`src/sv/b64d_pkg.sv`:
```
package b64d_pkg;

  // sextet codes outside the 6-bit alphabet range
  localparam logic [7:0] SextetPad = 8'hFE;
  localparam logic [7:0] SextetBad = 8'hFF;

  typedef enum logic [1:0] {
    StOk      = 2'd0,
    StInvalid = 2'd1,
    StPadding = 2'd2,
    StLength  = 2'd3
  } status_e;

  // results caused by one character, emitted as one to three beats
  typedef struct packed {
    logic [23:0] word;       // decoded group, first byte in the top bits
    logic [1:0]  last_beat;  // index of the final beat
    logic        has_bytes;  // beats carry decoded bytes
    logic        done;       // final beat closes the message
    status_e     status;     // status shown on the closing beat
  } bundle_t;

  // standard alphabet lookup
  function automatic logic [7:0] sextet_of(input logic [7:0] c);
    logic [7:0] v;
    v = SextetBad;
    if (c >= 8'h41 && c <= 8'h5A) begin
      v = c - 8'h41;
    end else if (c >= 8'h61 && c <= 8'h7A) begin
      v = c - 8'h61 + 8'd26;
    end else if (c >= 8'h30 && c <= 8'h39) begin
      v = c - 8'h30 + 8'd52;
    end else if (c == 8'h2B) begin
      v = 8'd62;
    end else if (c == 8'h2F) begin
      v = 8'd63;
    end else if (c == 8'h3D) begin
      v = SextetPad;
    end
    return v;
  endfunction

endpackage

```
`src/sv/b64d_group.sv`:
```
module b64d_group
  import b64d_pkg::*;
(
  input  logic        clk_i,
  input  logic        rst_ni,
  input  logic        take_i,
  input  logic [7:0]  char_code_i,
  input  logic        is_last_char_i,
  output logic        bundle_valid_o,
  output bundle_t     bundle_o
);

  logic [17:0] held_q, held_d;
  logic [1:0]  pos_q, pos_d;
  logic        pad3_q, pad3_d;
  status_e     err_q, err_d;

  logic [7:0]  v;
  logic        is_bad, is_pad, pad4, emit;
  status_e     err_new;

  // decode one character against the group state
  always_comb begin
    v       = sextet_of(char_code_i);
    is_bad  = (v == SextetBad);
    is_pad  = (v == SextetPad);
    pad4    = is_pad;
    emit    = 1'b0;
    err_new = err_q;
    held_d  = held_q;
    pad3_d  = pad3_q;

    if (err_q == StOk) begin
      if (is_bad) begin
        err_new = StInvalid;
      end else if (pos_q == 2'd0 || pos_q == 2'd1) begin
        if (is_pad) begin
          err_new = StPadding;
        end else begin
          held_d = {held_q[11:0], v[5:0]};
        end
      end else if (pos_q == 2'd2) begin
        if (is_pad) begin
          pad3_d = 1'b1;
          held_d = {held_q[11:0], 6'd0};
        end else begin
          held_d = {held_q[11:0], v[5:0]};
        end
      end else begin
        if (pad3_q && !pad4) begin
          err_new = StPadding;
        end else if ((pad3_q || pad4) && !is_last_char_i) begin
          err_new = StPadding;
        end else begin
          emit = 1'b1;
        end
      end
    end

    // group boundary clears the collected sextets
    if (pos_q == 2'd3) begin
      held_d = '0;
      pad3_d = 1'b0;
    end
    pos_d = pos_q + 2'd1;

    // length check on the final character
    err_d = err_new;
    if (is_last_char_i && err_new == StOk && pos_q != 2'd3) begin
      err_d = StLength;
    end

    // result bundle
    bundle_valid_o     = emit || is_last_char_i;
    bundle_o.word      = {held_q, (pad4 ? 6'd0 : v[5:0])};
    bundle_o.has_bytes = emit;
    bundle_o.done      = is_last_char_i;
    bundle_o.status    = is_last_char_i ? err_d : StOk;
    if (!emit) begin
      bundle_o.last_beat = 2'd0;
    end else if (pad3_q) begin
      bundle_o.last_beat = 2'd0;
    end else if (pad4) begin
      bundle_o.last_beat = 2'd1;
    end else begin
      bundle_o.last_beat = 2'd2;
    end
  end

  // group state, back to reset at message end
  always_ff @(posedge clk_i or negedge rst_ni) begin
    if (!rst_ni) begin
      held_q <= '0;
      pos_q  <= '0;
      pad3_q <= 1'b0;
      err_q  <= StOk;
    end else if (take_i) begin
      if (is_last_char_i) begin
        held_q <= '0;
        pos_q  <= '0;
        pad3_q <= 1'b0;
        err_q  <= StOk;
      end else begin
        held_q <= held_d;
        pos_q  <= pos_d;
        pad3_q <= pad3_d;
        err_q  <= err_d;
      end
    end
  end

endmodule

```
`src/sv/b64d_serializer.sv`:
```
module b64d_serializer
  import b64d_pkg::*;
(
  input  logic        clk_i,
  input  logic        rst_ni,
  input  logic        push_i,
  input  bundle_t     bundle_i,
  output logic        space_o,
  output logic        out_valid_o,
  input  logic        out_ready_i,
  output logic [7:0]  data_byte_o,
  output logic        byte_valid_o,
  output logic        run_last_o,
  output logic        message_done_o,
  output logic [1:0]  status_o
);

  bundle_t     ent_q [2];
  logic        wr_ptr_q, rd_ptr_q;
  logic [1:0]  cnt_q;
  logic [1:0]  beat_q;
  bundle_t     head;
  logic        fire, pop, is_final;

  assign head     = ent_q[rd_ptr_q];
  assign space_o  = (cnt_q != 2'd2);
  assign fire     = out_valid_o && out_ready_i;
  assign is_final = (beat_q == head.last_beat);
  assign pop      = fire && is_final;

  // beat payload from the head bundle
  always_comb begin
    out_valid_o = (cnt_q != 2'd0);
    case (beat_q)
      2'd0:    data_byte_o = head.word[23:16];
      2'd1:    data_byte_o = head.word[15:8];
      2'd2:    data_byte_o = head.word[7:0];
      default: data_byte_o = 8'd0;
    endcase
    if (!head.has_bytes) begin
      data_byte_o = 8'd0;
    end
    byte_valid_o   = head.has_bytes;
    run_last_o     = is_final;
    message_done_o = is_final && head.done;
    status_o       = (is_final && head.done) ? head.status : StOk;
  end

  // bundle storage
  always_ff @(posedge clk_i) begin
    if (push_i) begin
      ent_q[wr_ptr_q] <= bundle_i;
    end
  end

  // pointers, fill count and beat index
  always_ff @(posedge clk_i or negedge rst_ni) begin
    if (!rst_ni) begin
      wr_ptr_q <= 1'b0;
      rd_ptr_q <= 1'b0;
      cnt_q    <= '0;
      beat_q   <= '0;
    end else begin
      if (push_i) begin
        wr_ptr_q <= ~wr_ptr_q;
      end
      if (pop) begin
        rd_ptr_q <= ~rd_ptr_q;
        beat_q   <= '0;
      end else if (fire) begin
        beat_q <= beat_q + 2'd1;
      end
      cnt_q <= cnt_q + {1'b0, push_i} - {1'b0, pop};
    end
  end

endmodule

```
`src/sv/base64_decoder_checked_core.sv`:
```
// base64 decoder with error checks
//
// input channel: one character per beat on char_code_i, with is_last_char_i
// marking the final character of a message. output channel: one result per
// beat (data_byte_o, byte_valid_o, run_last_o, message_done_o, status_o).
// a complete valid group yields one to three byte beats; the final character
// always yields a closing beat with message_done_o high and the status
// (0 ok, 1 invalid character, 2 misplaced padding, 3 bad length). bytes of a
// message whose status is not zero are to be dropped by the receiver.
//
// bundles are registered in the buffer before being offered. one character
// per cycle while in_ready_o is high; a group that yields three bytes takes
// three beats, set by the single output port. a two-bundle buffer
// sits between the decoder and the output, so characters that make no beat
// keep flowing while earlier beats wait. when the receiver stalls, the
// buffer fills and in_ready_o drops; the offered beat holds steady.
// reset clears the group state and empties the buffer; no beat is offered.
module base64_decoder_checked_core
  import b64d_pkg::*;
(
  input  logic        clk_i,
  input  logic        rst_ni,
  input  logic        in_valid_i,
  output logic        in_ready_o,
  input  logic [7:0]  char_code_i,
  input  logic        is_last_char_i,
  output logic        out_valid_o,
  input  logic        out_ready_i,
  output logic [7:0]  data_byte_o,
  output logic        byte_valid_o,
  output logic        run_last_o,
  output logic        message_done_o,
  output logic [1:0]  status_o
);

  logic    take;
  logic    bundle_valid;
  bundle_t bundle;

  assign take = in_valid_i && in_ready_o;

  // character decode and group state
  b64d_group u_group (
    .clk_i          (clk_i),
    .rst_ni         (rst_ni),
    .take_i         (take),
    .char_code_i    (char_code_i),
    .is_last_char_i (is_last_char_i),
    .bundle_valid_o (bundle_valid),
    .bundle_o       (bundle)
  );

  // bundle buffer and beat output
  b64d_serializer u_ser (
    .clk_i          (clk_i),
    .rst_ni         (rst_ni),
    .push_i         (take && bundle_valid),
    .bundle_i       (bundle),
    .space_o        (in_ready_o),
    .out_valid_o    (out_valid_o),
    .out_ready_i    (out_ready_i),
    .data_byte_o    (data_byte_o),
    .byte_valid_o   (byte_valid_o),
    .run_last_o     (run_last_o),
    .message_done_o (message_done_o),
    .status_o       (status_o)
  );

endmodule

```
`config.mk`:
```
export PLATFORM = sky130hd
export DESIGN_NAME = base64_decoder_checked_core
export DESIGN_NICKNAME = d
export VERILOG_FILES = /design/src/sv/b64d_pkg.sv /design/src/sv/b64d_group.sv /design/src/sv/b64d_serializer.sv /design/src/sv/base64_decoder_checked_core.sv
export SDC_FILE = /design/constraint.sdc
export NUM_CORES = 1
export LEC_CHECK = 0
export ABC_CLOCK_PERIOD_IN_PS = 4400
export BUFFER_PORTS_ARGS = -buffer_cell sky130_fd_sc_hd__buf_2
export CAP_MARGIN = 20
export CORE_MARGIN = 10
export CORE_UTILIZATION = 60
export DETAILED_ROUTE_END_ITERATION = 7
export PLACE_DENSITY = 0.8
export SKIP_LAST_GASP = 1
export SLEW_MARGIN = 20
export SYNTH_ARGS = -nofsm -noshare
export SYNTH_HDL_FRONTEND = slang
export SYNTH_SLANG_ARGS = --single-unit
```
`constraint.sdc`:
```
create_clock -name clk_i -period 4.4 [get_ports clk_i]
set_input_delay 0 -clock clk_i [delete_from_list [all_inputs] [get_ports clk_i]]
set_output_delay 0 -clock clk_i [all_outputs]
set_load 0.01 [all_outputs]
```
Yosys cells after proc, flatten, opt, wreduce, memory -nomap -nowiden
Memory sizes are Yosys's and may differ from the RTL's.
Index checks and enable logic that the tools add are counted.
{ "classes": {"n_addsub": 9, "n_eq_ne": 16, "order_cmp": 6, "n_reduce_logical": 29, "mux": 49, "bitwise": 2} }
{ "ops": {"columns": ["operator", "count"], "rows": [
  ["2-to-1 mux 18 bit", 7],
  ["2-to-1 mux 8 bit", 6],
  ["2-to-1 mux 2 bit", 17],
  ["== test 8 x 6 -> 1 bit (second input constant)", 3],
  ["one-hot mux 8 bit (3 select lines)", 1],
  ["== test 8 bit (second input constant)", 2],
  [">= comparator 8 x 7 -> 1 bit (second input constant)", 2],
  ["less-or-equal comparator 8 x 7 -> 1 bit (second input constant)", 2],
  ["2-to-1 mux 1 bit", 16],
  ["subtractor 8 x 7 -> 8 bit (second input constant)", 2],
  ["logical AND 1 bit", 12],
  ["2-to-1 mux 6 bit", 2],
  ["nonzero test 3 bit", 3],
  ["adder 8 x 5 -> 8 bit (second input constant)", 1],
  ["adder 8 x 6 -> 8 bit (second input constant)", 1],
  [">= comparator 8 x 6 -> 1 bit (second input constant)", 1],
  ["less-or-equal comparator 8 x 6 -> 1 bit (second input constant)", 1],
  ["zero test 2 bit", 4],
  ["subtractor 8 x 6 -> 8 bit (second input constant)", 1],
  ["== test 2 bit (second input constant)", 3],
  ["inequality test 3 bit (second input constant)", 2],
  ["AND reduction 6 bit", 1],
  ["AND reduction 5 bit", 1],
  ["adder 2 x 1 -> 2 bit (second input constant)", 2],
  ["11 further kinds", 18]
]} }
{ "word_totals": {"elab_cells": 120, "inputBits": 13, "mem_bits_rw": 60, "reg_bits": 29, "n_memories": 1} }
{ "mem_list": {"columns": ["memory", "words", "word_bits", "read_ports", "rd_ports_with_merged_regs", "write_ports", "line_no", "source"], "rows": [
  ["u_ser.ent_q", 2, 30, 1, 0, 1, "b64d_serializer.sv:18", "bundle_t ent_q [2];"]
]} }

Longest topological paths before layout
Gate-level depths: netlist of run 1.
{ "logic_depth": {"depth_word": 21, "depth_mapped": 13} }

Cells and area by module
From an unflattened synthesis of run 1, not the netlist that was laid out.
{ "unflattened": {"hier_cells": 358, "hier_area_um2": 4404.2} }
{ "modules_own_cells": {"columns": ["module", "instances", "cells_each", "seq_area_each_um2", "area_each_um2"], "rows": [
  ["b64d_serializer", 1, 162, 1951.9, 2621.3],
  ["b64d_group", 1, 194, 575.6, 1770.4],
  ["base64_decoder_checked_core", 1, 2, 0.0, 12.5]
]} }

Least setup slack after synthesis of run 1
OpenSTA, ideal clock, no wires.
{ "synth_timing": {"path_kind": "flip-flop to flip-flop", "from": "reg u_group.pos_q[0]", "to": "mem u_ser.ent_q[0][0] (netlist bit) (enable)", "arrival_time_ns": 2.903, "path_stages_with_launch": 7, "period_less_slack_ns": 3.320, "t_required_ns": 3.983, "path_slack_ns": 1.080, "path_cell_list": "dfrtp_1 -> inv_1 -> ha_1 -> or4_1 -> a2111oi_4 -> o21ai_2 -> nor2_1"} }
{ "synth_via": {"elab_chain_len": 9, "elab_cells_between_ends": 12, "classes_between": "eq/ne: 2; mux: 6; reduce/logical: 4"} }
{ "synth_lines": {"columns": ["item", "line_no", "source"], "rows": [
  ["start, declared", "b64d_group.sv:14", "logic [1:0] pos_q, pos_d;"],
  ["start signal, assigned", "b64d_group.sv:105", "pos_q <= pos_d;"],
  ["== test 2 bit (tied with other cells)", "b64d_group.sv:42", "end else if (pos_q == 2'd2) begin"],
  ["2-to-1 mux 1 bit / logical OR 1 bit (equally long branches)", "b64d_group.sv:42, b64d_group.sv:36", null],
  ["2-to-1 mux 1 bit (*)", "b64d_group.sv:36", "end else if (pos_q == 2'd0 || pos_q == 2'd1) begin"],
  ["2-to-1 mux 1 bit (*)", "b64d_group.sv:34", "if (is_bad) begin"],
  ["2-to-1 mux 1 bit (*)", "b64d_group.sv:33", "if (err_q == StOk) begin"],
  ["logical OR 1 bit (*)", "b64d_group.sv:74", "bundle_valid_o = emit || is_last_char_i;"],
  ["logical AND 1 bit (*)", "base64_decoder_checked_core.sv:57", ".push_i (take && bundle_valid),"],
  ["2-to-1 mux 1 bit (*)", "b64d_serializer.sv:51", "if (push_i) begin"],
  ["2-to-1 mux 1 bit (not written as such) (*)", "b64d_serializer.sv:52", "ent_q[wr_ptr_q] <= bundle_i;"],
  ["end, declared", "b64d_serializer.sv:18", null]
]} }
Every way passes the cells marked *; elsewhere a longest branch is shown, timed or not.

Worst setup path after layout of run 1
{ "layout_timing": {"from": "reg u_group.pos_q[0]", "to": "mem u_ser.ent_q[0][27] (netlist bit) (enable)"} }
The elaborated chain is that of the path after synthesis.

==> metrics.cfg, run 1 <==
[status]
outcome=finished clean

[route]
firstDrtPassIters=6
via_count=2879
wl_per_cell_um=17.9
drt-total-wl_um=8580
dr.first_iter.drc_count=183
route.antenna.remaining_nets=0
remaining_drc_errors=0
routed_via_density=6.01

[sta]
final-hold-violation-count=0
tightestPinTransition_ns=0.896
setup_ws_ns=1.40
fin_tns_setup_ns=0
finClkSkew_ns=0.0121
rsz0062_at_grt=false
layout_min_cycle_time_ns=3.00
maxSlewViolCount=0
slew_headroom_pct=40.3
setup_violations=0
timing.fmax_mhz=333
post-route-period-util_pct=68.2

[place]
dp_hpwl_um=6130
placement.setup.worst_slack_ns=1.33
finalWeightedCongestion=0.935
placement.io_buffers=27

[cells_and_area]
layout_cell_share_with_drive_strength_beyond_1_pct=17.1
final_net_count=407
insertedDiodeCount=0
nFillCells=513
area.sequential_um2=2530
multi_input_area_um2=1720
area_growth_syn_to_layout_pct=9.35

[synth]
ys_async_sr_fraction_pct=32.6
netlist_top_cells_area=edfxtp_1 (41%), dfrtp_1 (17%), ha_1 (5.4%), mux2i_1 (4.3%), a222oi_1 (3.7%)
post_synth_num_cell_types=62
synthesized_area_um2=4380
ys_seq_elements=89
mappedNetlistNets=381
synth_top_cell_area_share_pct=41.2
yosysWarnings=0
synthesis.instances=349
seq_total_area_yosys_pct=57.7
cell_with_the_most_instances_after_synthesis=edfxtp_1
synth_enable_flop_cells=60
yosys-top-cells-count=edfxtp_1 (60), nand2_1 (41), dfrtp_1 (29), ha_1 (19), mux2i_1 (19)
synth_top_cell_by_area=edfxtp_1
post_synthesis_area_per_instance_um2=12.5
post_synth_top_flop=edfxtp_1

[grt]
antenna_found_initial=0
grt_use_total_pct=15.8
overflow=0
pin_count_of_the_biggest_net_entering_global_routing=30
wire_length_of_the_first_global_routing_pass_um=14600
grt_pass1_vias=2876

[power]
static-leakage-power_nw=1.82
power.density_nw_per_um2=521
ir_worst_vdd_v=0.000186
power_mw=2.49

[worst_setup_path]
crit_path_max_fanout=17
timing.critical_path.buf_inv=2
r2r_end=u_ser.ent_q[0][27]
worstRegToRegCells=7
cp_cell_sequence=inv_1, ha_1, or4_1, a2111oi_4, o21ai_2, nor2_2, buf_4
setup.worst_path.start_class=flop
critical_path_start_end_classification=flop to flop
critPathMaxStageDelay_ns=0.58
crit_required_ns=4.44
cp_top_family=simple AND/OR/NAND/NOR gates
cp_data_arrival_time_ns=3.05
reg2reg_from=u_group.pos_q[0]
worst_setup_path_startpoint=u_group.pos_q[0]
critical_path.endpoint_type=flop
worst_path_max_delay_cell=or4_1
timing.reg2reg.setup_slack_ns=1.40

[floorplanning]
io_pins=28
core.rowCount=31
initial_utilization_pct=61.0
area_of_the_core_um2=7180
floorplan.die_area_um2=11100
die_w_um=105
chipHeight_um=105

[clocking]
clock_transition_at_the_register_clock_pins_on_the_worst_setup_and_hold_paths_after_cts_ns=0.09
h-tree-depth=3
postCtsResizedCells=0
cts_buffers=9
cts_num_sinks=89
postCtsSetupRepairBufs=0
holdBufCountCts=2
tritoncts_clock_tree=built
clock_insertion_delay_worst_skew_ns=0.35
clock_path_buffers=2
cts_root_buffer=clkbuf_8

[run]
drv.max_cap_violation_count=0

[hold_path]
worst_hold_path.endpoint=u_ser.ent_q[1][2]
launch_instance_of_the_worst_min_delay_path=is_last_char_i
whs_path_depth=1
min_path_type=primary input to flop

worst reg2reg max path, stage by stage (launching register included):
cell	delay [ns]
dfrtp_1	0.42
inv_1	0.10
ha_1	0.24
or4_1	0.58
a2111oi_4	0.28
o21ai_2	0.15
nor2_2	0.55
buf_4	0.37
logic make-up after synthesis:
group | Yosys count | share of synthesized area, %
adder cells (fa/ha/maj) | 19 | 5.43
AO/OA/AOI/OAI | 76 | 14.5
multiplexers | 22 | 5.20
AND/OR/NAND/NOR | 99 | 11.5
XOR/XNOR | 11 | 2.20
buffers and inverters | 33 | 3.43
flip-flops | 89 | 57.7
stage by stage:
step | cells | cell area [µm²] | hold slack (ns) | utilization, %
after detailed placement | 460 | 4570 | 0.0807 | 63.7
after floorplan | 349 | 4380 | -0.296 | -
final | 479 | 4790 | 0.0277 | 66.7
after CTS | 478 | 4770 | 0.00965 | 66.5
after global placement | 460 | 4570 | 0.0744 | 63.7
after global routing | 479 | 4790 | 0.0289 | 66.7
routing by layer:
metal	global-route usage [%]	vias to the layer above	share of wire, %
met3	2.86	17	6.0
met2	25.3	90	49
li1	-	1373	-
met1	20.6	1399	43
met5	0	-	0
met4	7.06	0	1.9
worst max path at each step:
stage | endpoint | slack (ns) | depth (start not counted)
finish | u_ser.ent_q[0][27] | 1.40 | 7
global route | u_ser.ent_q[0][27] | 1.19 | 7
CTS | u_ser.ent_q[0][27] | 1.37 | 7
detailed placement | u_ser.ent_q[0][0] | 1.33 | 10
global placement | u_ser.ent_q[0][0] | 1.40 | 10
floorplan | u_ser.ent_q[0][0] | 1.08 | 6
sequential cells by signal, indices dropped and copies added (netlist names):
signal,count
u_ser.ent_q,60
u_ser.rd_ptr_q,1
u_ser.beat_q,2
u_group.pad3_q,1
u_ser.cnt_q,2
u_ser.wr_ptr_q,1
u_group.pos_q,2
u_group.err_q,2
u_group.held_q,18
layout make-up:
class | instances | area share, %
Sequential cell | 89 | 52.8
Multi-Input combinational cell | 227 | 35.9
Timing Repair Buffer | 33 | 3.87
Clock buffer | 9 | 2.59
Tap cell | 99 | 2.59
Inverter | 15 | 1.18
Clock inverter | 7 | 1.12
report_power, final:
part / switching (mW) / total (mW) / internal [mW] / leakage, nW
Combinational: 0.476 / 0.812 / 0.336 / 0.797
Sequential: 0.126 / 1.19 / 1.06 / 0.941
Clock: 0.288 / 0.496 / 0.209 / 0.0822
Total: 0.890 / 2.49 / 1.60 / 1.82
cells in the final DEF (no fill, tap or decap), types with 2 or more instances in the layout:
cell type / n
nor4_1: 3
or2_2: 2
o21ai_1: 3
edfxtp_1: 60
inv_1: 14
o21ai_0: 10
nor2_2: 3
nor2_1: 15
buf_4: 4
a21o_1: 2
nand2_1: 41
a32o_1: 2
a211oi_1: 10
ha_1: 19
o22ai_1: 6
mux2i_1: 19
dlygate4sd3_1: 2
o211a_1: 2
nand3_1: 4
inv_6: 2
buf_2: 27
clkinvlp_4: 3
a222oi_1: 16
mux2_2: 2
a21oi_1: 5
nor3_1: 2
xnor2_1: 10
clkbuf_8: 9
nor2b_1: 13
and4_1: 2
dfrtp_1: 29
nand2b_1: 4
(Power assumes the default switching activity.)
==> run 2, diff against run 1 <==
- ABC_CLOCK_PERIOD_IN_PS: 4400 -> 2650
- CORE_UTILIZATION: 60 -> 55
- PLACE_DENSITY: 0.8 -> 0.77
- clock period: 4.4 -> 2.65 ns (I/O delays scaled with it)
==> metrics.cfg, run 2 (synthesized netlist as in run 1, its figures left out) <==
[power]
power_mw=4.33  ; was 2.49 mW
swShare_pct=34.3  ; was 35.7%
p_clk_share_pct=20.8  ; was 19.9%
power.density_nw_per_um2=871  ; was 521 nW/µm²
ir_worst_vdd_v=0.000403  ; was 0.000186 V
comb_power_share_pct=34.7  ; was 32.6%
p_sw_mw=1.49  ; was 890 µW
share_seq_of_total_power_pct=44.5  ; was 47.5%
power.internal_mw=2.84  ; was 1.60 mW
static-leakage-power_nw=1.92  ; was 1.82 nW

[cells_and_area]
area_growth_syn_to_layout_pct=13.5  ; was 9.35%
mostFrequentLayoutCell=edfxtp_1  ; unchanged
reg.largest.list=u_ser.ent_q: 60 flops, u_group.held_q: 18 flops  ; unchanged
top_reg_by_flops=u_ser.ent_q  ; unchanged
final_non_filler_cell_total=497  ; was 479
stdcell_area_um2=4970  ; was 4790 µm²
final_net_count=422  ; was 407
layout_cell_share_with_drive_strength_beyond_1_pct=21.5  ; was 17.1%
insertedDiodeCount=0  ; unchanged
layout.cells.most_common_list=edfxtp_1 (60), nand2_1 (41), dfrtp_1 (29), buf_2 (27), mux2i_1 (19)  ; was edfxtp_1 (60), nand2_1 (41), dfrtp_1 (29), buf_2 (27)
largest_reg_flops=60  ; unchanged

[clocking]
cts_root_buffer=clkbuf_8  ; unchanged
tritoncts_clock_tree=built  ; unchanged
clock_insertion_delay_worst_skew_ns=0.34  ; was 0.35 ns
clock_path_buffers=2  ; unchanged
clock_transition_at_the_register_clock_pins_on_the_worst_setup_and_hold_paths_after_cts_ns=0.09  ; about the same
h-tree-depth=3  ; unchanged
cts_buffers=9  ; unchanged
cts_num_sinks=89  ; unchanged

[place]
numPlacedInstances=476  ; was 460
dp_hpwl_um=6260  ; was 6130 µm
placement.io_buffers=27  ; unchanged
placement.setup.worst_slack_ns=0.0680  ; was 1.33 ns
finalWeightedCongestion=0.934  ; was 0.935
detailed_place.area_um2=4710  ; was 4570 µm²

[worst_setup_path]
crit_path_max_fanout=4  ; was 17
cp_cell_sequence=inv_1, ha_2, or4_4, a2111oi_4, o21ai_2, ha_1, inv_1, ha_2, xnor2_2, xnor2_1  ; was inv_1, ha_1, or4_1, a2111oi_4, o21ai_2, nor2_2, buf_4
cp_data_arrival_time_ns=2.74  ; was 3.05 ns
critical_path.endpoint_type=flop  ; unchanged
setup.worst_path.start_class=flop  ; unchanged
critPathMaxStageDelay_ns=0.54  ; was 0.58 ns
crit_required_ns=2.89  ; was 4.44 ns
critical_path_start_end_classification=flop to flop  ; unchanged
worst_path_max_delay_cell=or4_4  ; was or4_1
timing.reg2reg.setup_slack_ns=0.15  ; was 1.40 ns

[route]
routed_via_density=5.96  ; was 6.01
dr.first_iter.drc_count=197  ; was 183
remaining_drc_errors=0  ; unchanged
via_count=2964  ; was 2879
wl_per_cell_um=17.6  ; was 17.9 µm
route.antenna.remaining_nets=0  ; unchanged
drt-total-wl_um=8740  ; was 8580 µm
firstDrtPassIters=5  ; was 6

[grt]
grt_use_total_pct=15.1  ; was 15.8%
antenna_found_initial=0  ; unchanged
wire_length_of_the_first_global_routing_pass_um=14500  ; was 14600 µm
grt_pass1_vias=2923  ; was 2876
overflow=0  ; unchanged
pin_count_of_the_biggest_net_entering_global_routing=30  ; unchanged

[sta]
final-hold-violation-count=0  ; unchanged
maxSlewViolCount=0  ; unchanged
fin_tns_setup_ns=0  ; unchanged
layout_min_cycle_time_ns=2.50  ; was 3.00 ns
tightestPinTransition_ns=0.679  ; was 0.896 ns
setup_ws_ns=0.151  ; was 1.40 ns
setup_violations=0  ; unchanged
timing.fmax_mhz=400  ; was 333 MHz
slew_headroom_pct=54.8  ; was 40.3%
post-route-period-util_pct=94.3  ; was 68.2%
finClkSkew_ns=0.00942  ; was 0.0121 ns

[run]
drv.max_cap_violation_count=0  ; unchanged

[status]
outcome=finished clean  ; unchanged

[floorplanning]
initial_utilization_pct=56.7  ; was 61.0%
area_of_the_core_um2=7730  ; was 7180 µm²
floorplan.die_area_um2=11900  ; was 11100 µm²
io_pins=28  ; unchanged
die_w_um=109  ; was 105 µm
core.rowCount=32  ; was 31
chipHeight_um=109  ; was 105 µm

[hold_path]
min_path_type=primary input to flop  ; unchanged

==> run 2: changes by cell type in the layout (fill, tap and decap cells not counted), moves of 3 or more <==
cell / before / now
clkinvlp_4: 3 / 0
buf_4: 4 / 16
buf_12: 0 / 3
ha_2: 0 / 4
ha_1: 19 / 15
==> run 2: layout make-up <==
type / instances / area [µm²]
tap: 102 / 128
inverter: 15 / 56.3
clock inverter: 7 / 70.1
sequential: 89 / 2530
fill: 579 / 2760
clock buffer: 9 / 124
multi-input combinational: 227 / 1730
timing repair buffer: 48 / 335
==> run 2: through the flow <==
| step | hold WS (ns) | util, % |
|---|---|---|
| finish | 0.0411 | 64.3 |
| floorplan | -0.296 | - |
| CTS | 0.0266 | 63.8 |
| global placement | 0.0707 | 61.0 |
| detailed placement | 0.0735 | 61.0 |
| global route | 0.0422 | 64.3 |
==> run 2: final timing paths <==
check,from,to,cells past startpoint
worst min-delay path,is_last_char_i,u_ser.ent_q[1][2],1
worst max register to register,u_group.pos_q[0],u_ser.cnt_q[1],10
worst max-delay path,u_group.pos_q[0],u_ser.cnt_q[1],10
worst min register to register,u_group.held_q[12],u_ser.ent_q[1][24],0
max in group asynchronous,rst_ni,u_group.held_q[5],2
min in group asynchronous,rst_ni,u_group.held_q[6],2
==> run 2: critical path: cells and delay by family (launching register included) <==
kind                     cells  cell delay (ns)
buffers and inverters        2             0.11
flip-flops                   1             0.36
AND/OR/NAND/NOR              1             0.54
XOR/XNOR                     2             0.25
AO/OA/AOI/OAI                2             0.47
adder cells (fa/ha/maj)      3             0.66
==> run 2: power by group through the flow <==
stage          logic (mW)  clock network (mW)  registers (mW)
2_1_floorplan        1.03                   0            1.89
3_3_place_gp         1.41                   0            1.95
3_5_place_dp         1.45                   0            1.96
4_1_cts              1.45               0.909            1.93
5_1_grt              1.67               0.956            1.96
6_report             1.50               0.898            1.93
==> run 2: repair_timing <==
item,4_1_cts,5_1_grt
endpoints found under the hold margin,30,0
setup endpoints to repair,0,55
hold buffers,2,0
resized for setup,0,6
setup buffers,0,3
==> run 2: layer usage <==
layer	GRT usage, %	routed length (µm)	vias up
met2	25.7	4340	79
met4	4.46	76	0
met5	0	0	-
met1	19.6	3860	1474
met3	2.30	467	8
li1	-	-	1403
==> run 3, diff against run 2 <==
- ABC_CLOCK_PERIOD_IN_PS: 2650 -> 2700
- CORE_UTILIZATION: 55 -> 60
- PLACE_DENSITY: 0.77 -> 0.8
- clock period: 2.65 -> 2.7 ns (I/O delays scaled with it)
==> metrics.cfg, run 3 (synthesized netlist as in run 1, its figures left out) <==
[sta]
setup_violations=0  ; unchanged
slew_headroom_pct=53.3  ; was 54.8%
fin_tns_setup_ns=0  ; unchanged
post-route-period-util_pct=95.3  ; was 94.3%
finClkSkew_ns=0.0163  ; was 0.00942 ns
maxSlewViolCount=0  ; unchanged
tightestPinTransition_ns=0.700  ; was 0.679 ns
final-hold-violation-count=0  ; unchanged
layout_min_cycle_time_ns=2.57  ; was 2.50 ns
timing.fmax_mhz=389  ; was 400 MHz

[cells_and_area]
final_non_filler_cell_total=491  ; was 497
layout.cells.most_common_list=edfxtp_1 (60), nand2_1 (41), dfrtp_1 (29), buf_2 (27), mux2i_1 (19)  ; unchanged
insertedDiodeCount=0  ; unchanged
mostFrequentLayoutCell=edfxtp_1  ; unchanged
layout_cell_share_with_drive_strength_beyond_1_pct=19.9  ; was 21.5%
reg.largest.list=u_ser.ent_q: 60 flops, u_group.held_q: 18 flops  ; unchanged
layout.core_utilization_pct=68.7  ; was 64.3%
final_net_count=419  ; was 422
nFillCells=521  ; was 579
top_reg_by_flops=u_ser.ent_q  ; unchanged
area_growth_syn_to_layout_pct=12.5  ; was 13.5%
largest_reg_flops=60  ; unchanged
area.sequential_um2=2530  ; unchanged
multi_input_area_um2=1720  ; was 1730 µm²

[power]
ir_worst_vdd_v=0.000342  ; was 0.000403 V
power.density_nw_per_um2=859  ; was 871 nW/µm²
static-leakage-power_nw=1.90  ; was 1.92 nW
power_mw=4.23  ; was 4.33 mW

[grt]
pin_count_of_the_biggest_net_entering_global_routing=30  ; unchanged
grt_pass1_vias=2916  ; was 2923
antenna_found_initial=0  ; unchanged
grt_use_total_pct=15.9  ; was 15.1%
wire_length_of_the_first_global_routing_pass_um=14400  ; was 14500 µm
overflow=0  ; unchanged

[floorplanning]
core.rowCount=31  ; was 32
floorplan.die_area_um2=11100  ; was 11900 µm²
initial_utilization_pct=61.0  ; was 56.7%
chipHeight_um=105  ; was 109 µm
io_pins=28  ; unchanged
area_of_the_core_um2=7180  ; was 7730 µm²
die_w_um=105  ; was 109 µm

[place]
numPlacedInstances=471  ; was 476
dp_hpwl_um=6210  ; was 6260 µm
finalWeightedCongestion=0.915  ; was 0.934
placement.io_buffers=27  ; unchanged

[route]
drt-total-wl_um=8720  ; was 8740 µm
routed_via_density=5.88  ; was 5.96
remaining_drc_errors=0  ; unchanged
wl_per_cell_um=17.8  ; was 17.6 µm
dr.first_iter.drc_count=236  ; was 197
route.antenna.remaining_nets=0  ; unchanged
firstDrtPassIters=8  ; was 5
via_count=2885  ; was 2964

[hold_path]
min_path_type=primary input to flop  ; unchanged

[clocking]
h-tree-depth=3  ; unchanged
clock_path_buffers=2  ; unchanged
cts_root_buffer=clkbuf_8  ; unchanged
cts_num_sinks=89  ; unchanged
tritoncts_clock_tree=built  ; unchanged
clock_transition_at_the_register_clock_pins_on_the_worst_setup_and_hold_paths_after_cts_ns=0.09  ; about the same
cts_buffers=9  ; unchanged
clock_insertion_delay_worst_skew_ns=0.33  ; was 0.34 ns

[run]
drv.max_cap_violation_count=0  ; unchanged

[worst_setup_path]
crit_required_ns=2.92  ; was 2.89 ns
cp_data_arrival_time_ns=2.80  ; was 2.74 ns
setup.worst_path.start_class=flop  ; unchanged
critical_path_start_end_classification=flop to flop  ; unchanged
critical_path.endpoint_type=flop  ; unchanged
crit_path_max_fanout=4  ; unchanged

[status]
outcome=finished clean  ; unchanged

run 3: final cells by class:
class,instances,share of cell area (%)
inverter,15,1.14
multi-input combinational,227,35.0
clock buffer,11,2.87
tap,99,2.51
clock inverter,5,1.12
timing repair buffer,45,6.09
sequential,89,51.3
run 3: worst paths after layout:
check,startpoint,to,slack [ns],cells after the start
max in group asynchronous,rst_ni,u_group.held_q[11],1.94,2
min in group asynchronous,rst_ni,u_ser.beat_q[0],0.30,2
max reg2reg,u_group.pos_q[0],u_ser.cnt_q[1],0.13,10
max,u_group.pos_q[0],u_ser.cnt_q[1],0.13,10
min reg2reg,u_group.held_q[13],u_ser.ent_q[1][25],0.48,0
min,is_last_char_i,u_ser.ent_q[1][2],0.05,1
run 3: per-layer routing:
metal  routed length, µm  part of all wire [%]  up-vias  global-route usage [%]
li1                    -                     -     1397                       -
met1                3920                    45     1397                    20.0
met2                4260                    49       78                    26.8
met3                 381                   4.4       13                    2.38
met4                 159                   1.8        0                    6.57
met5                   0                     0        -                       0
run 3: worst max-delay path, cell delays in order, from the launching register on:
cell and delay, ns:
dfrtp_1 0.40, inv_1 0.09, ha_2 0.20, or4_4 0.54
a2111oi_4 0.34, o21ai_2 0.09, ha_1 0.28, inv_1 0.04
ha_1 0.21, xnor2_2 0.14, xnor2_1 0.13
run 3: per-stage QoR:
| stage | cell area [µm²] | worst slack (ns) | hold WS (ns) |
|---|---|---|---|
| global route | 4930 | -0.00296 | 0.0400 |
| detailed placement | 4680 | 0.0530 | 0.0863 |
| finish | 4930 | 0.126 | 0.0475 |
| CTS | 4900 | 0.0455 | 0.0356 |
| global placement | 4680 | 0.175 | 0.0814 |
| floorplan | 4380 | -0.135 | -0.296 |
run 3: timing repair:
action	CTS	global route
hold buffers	2	0
endpoints found under the hold margin	30	0
resized for setup	0	3
setup endpoints to repair	0	14
buffers inserted	0	2
run 3: report_power, final:
group | internal, mW | switching [mW]
registers | 1.73 | 0.166
logic | 0.615 | 0.841
clock network | 0.451 | 0.431
total | 2.79 | 1.44
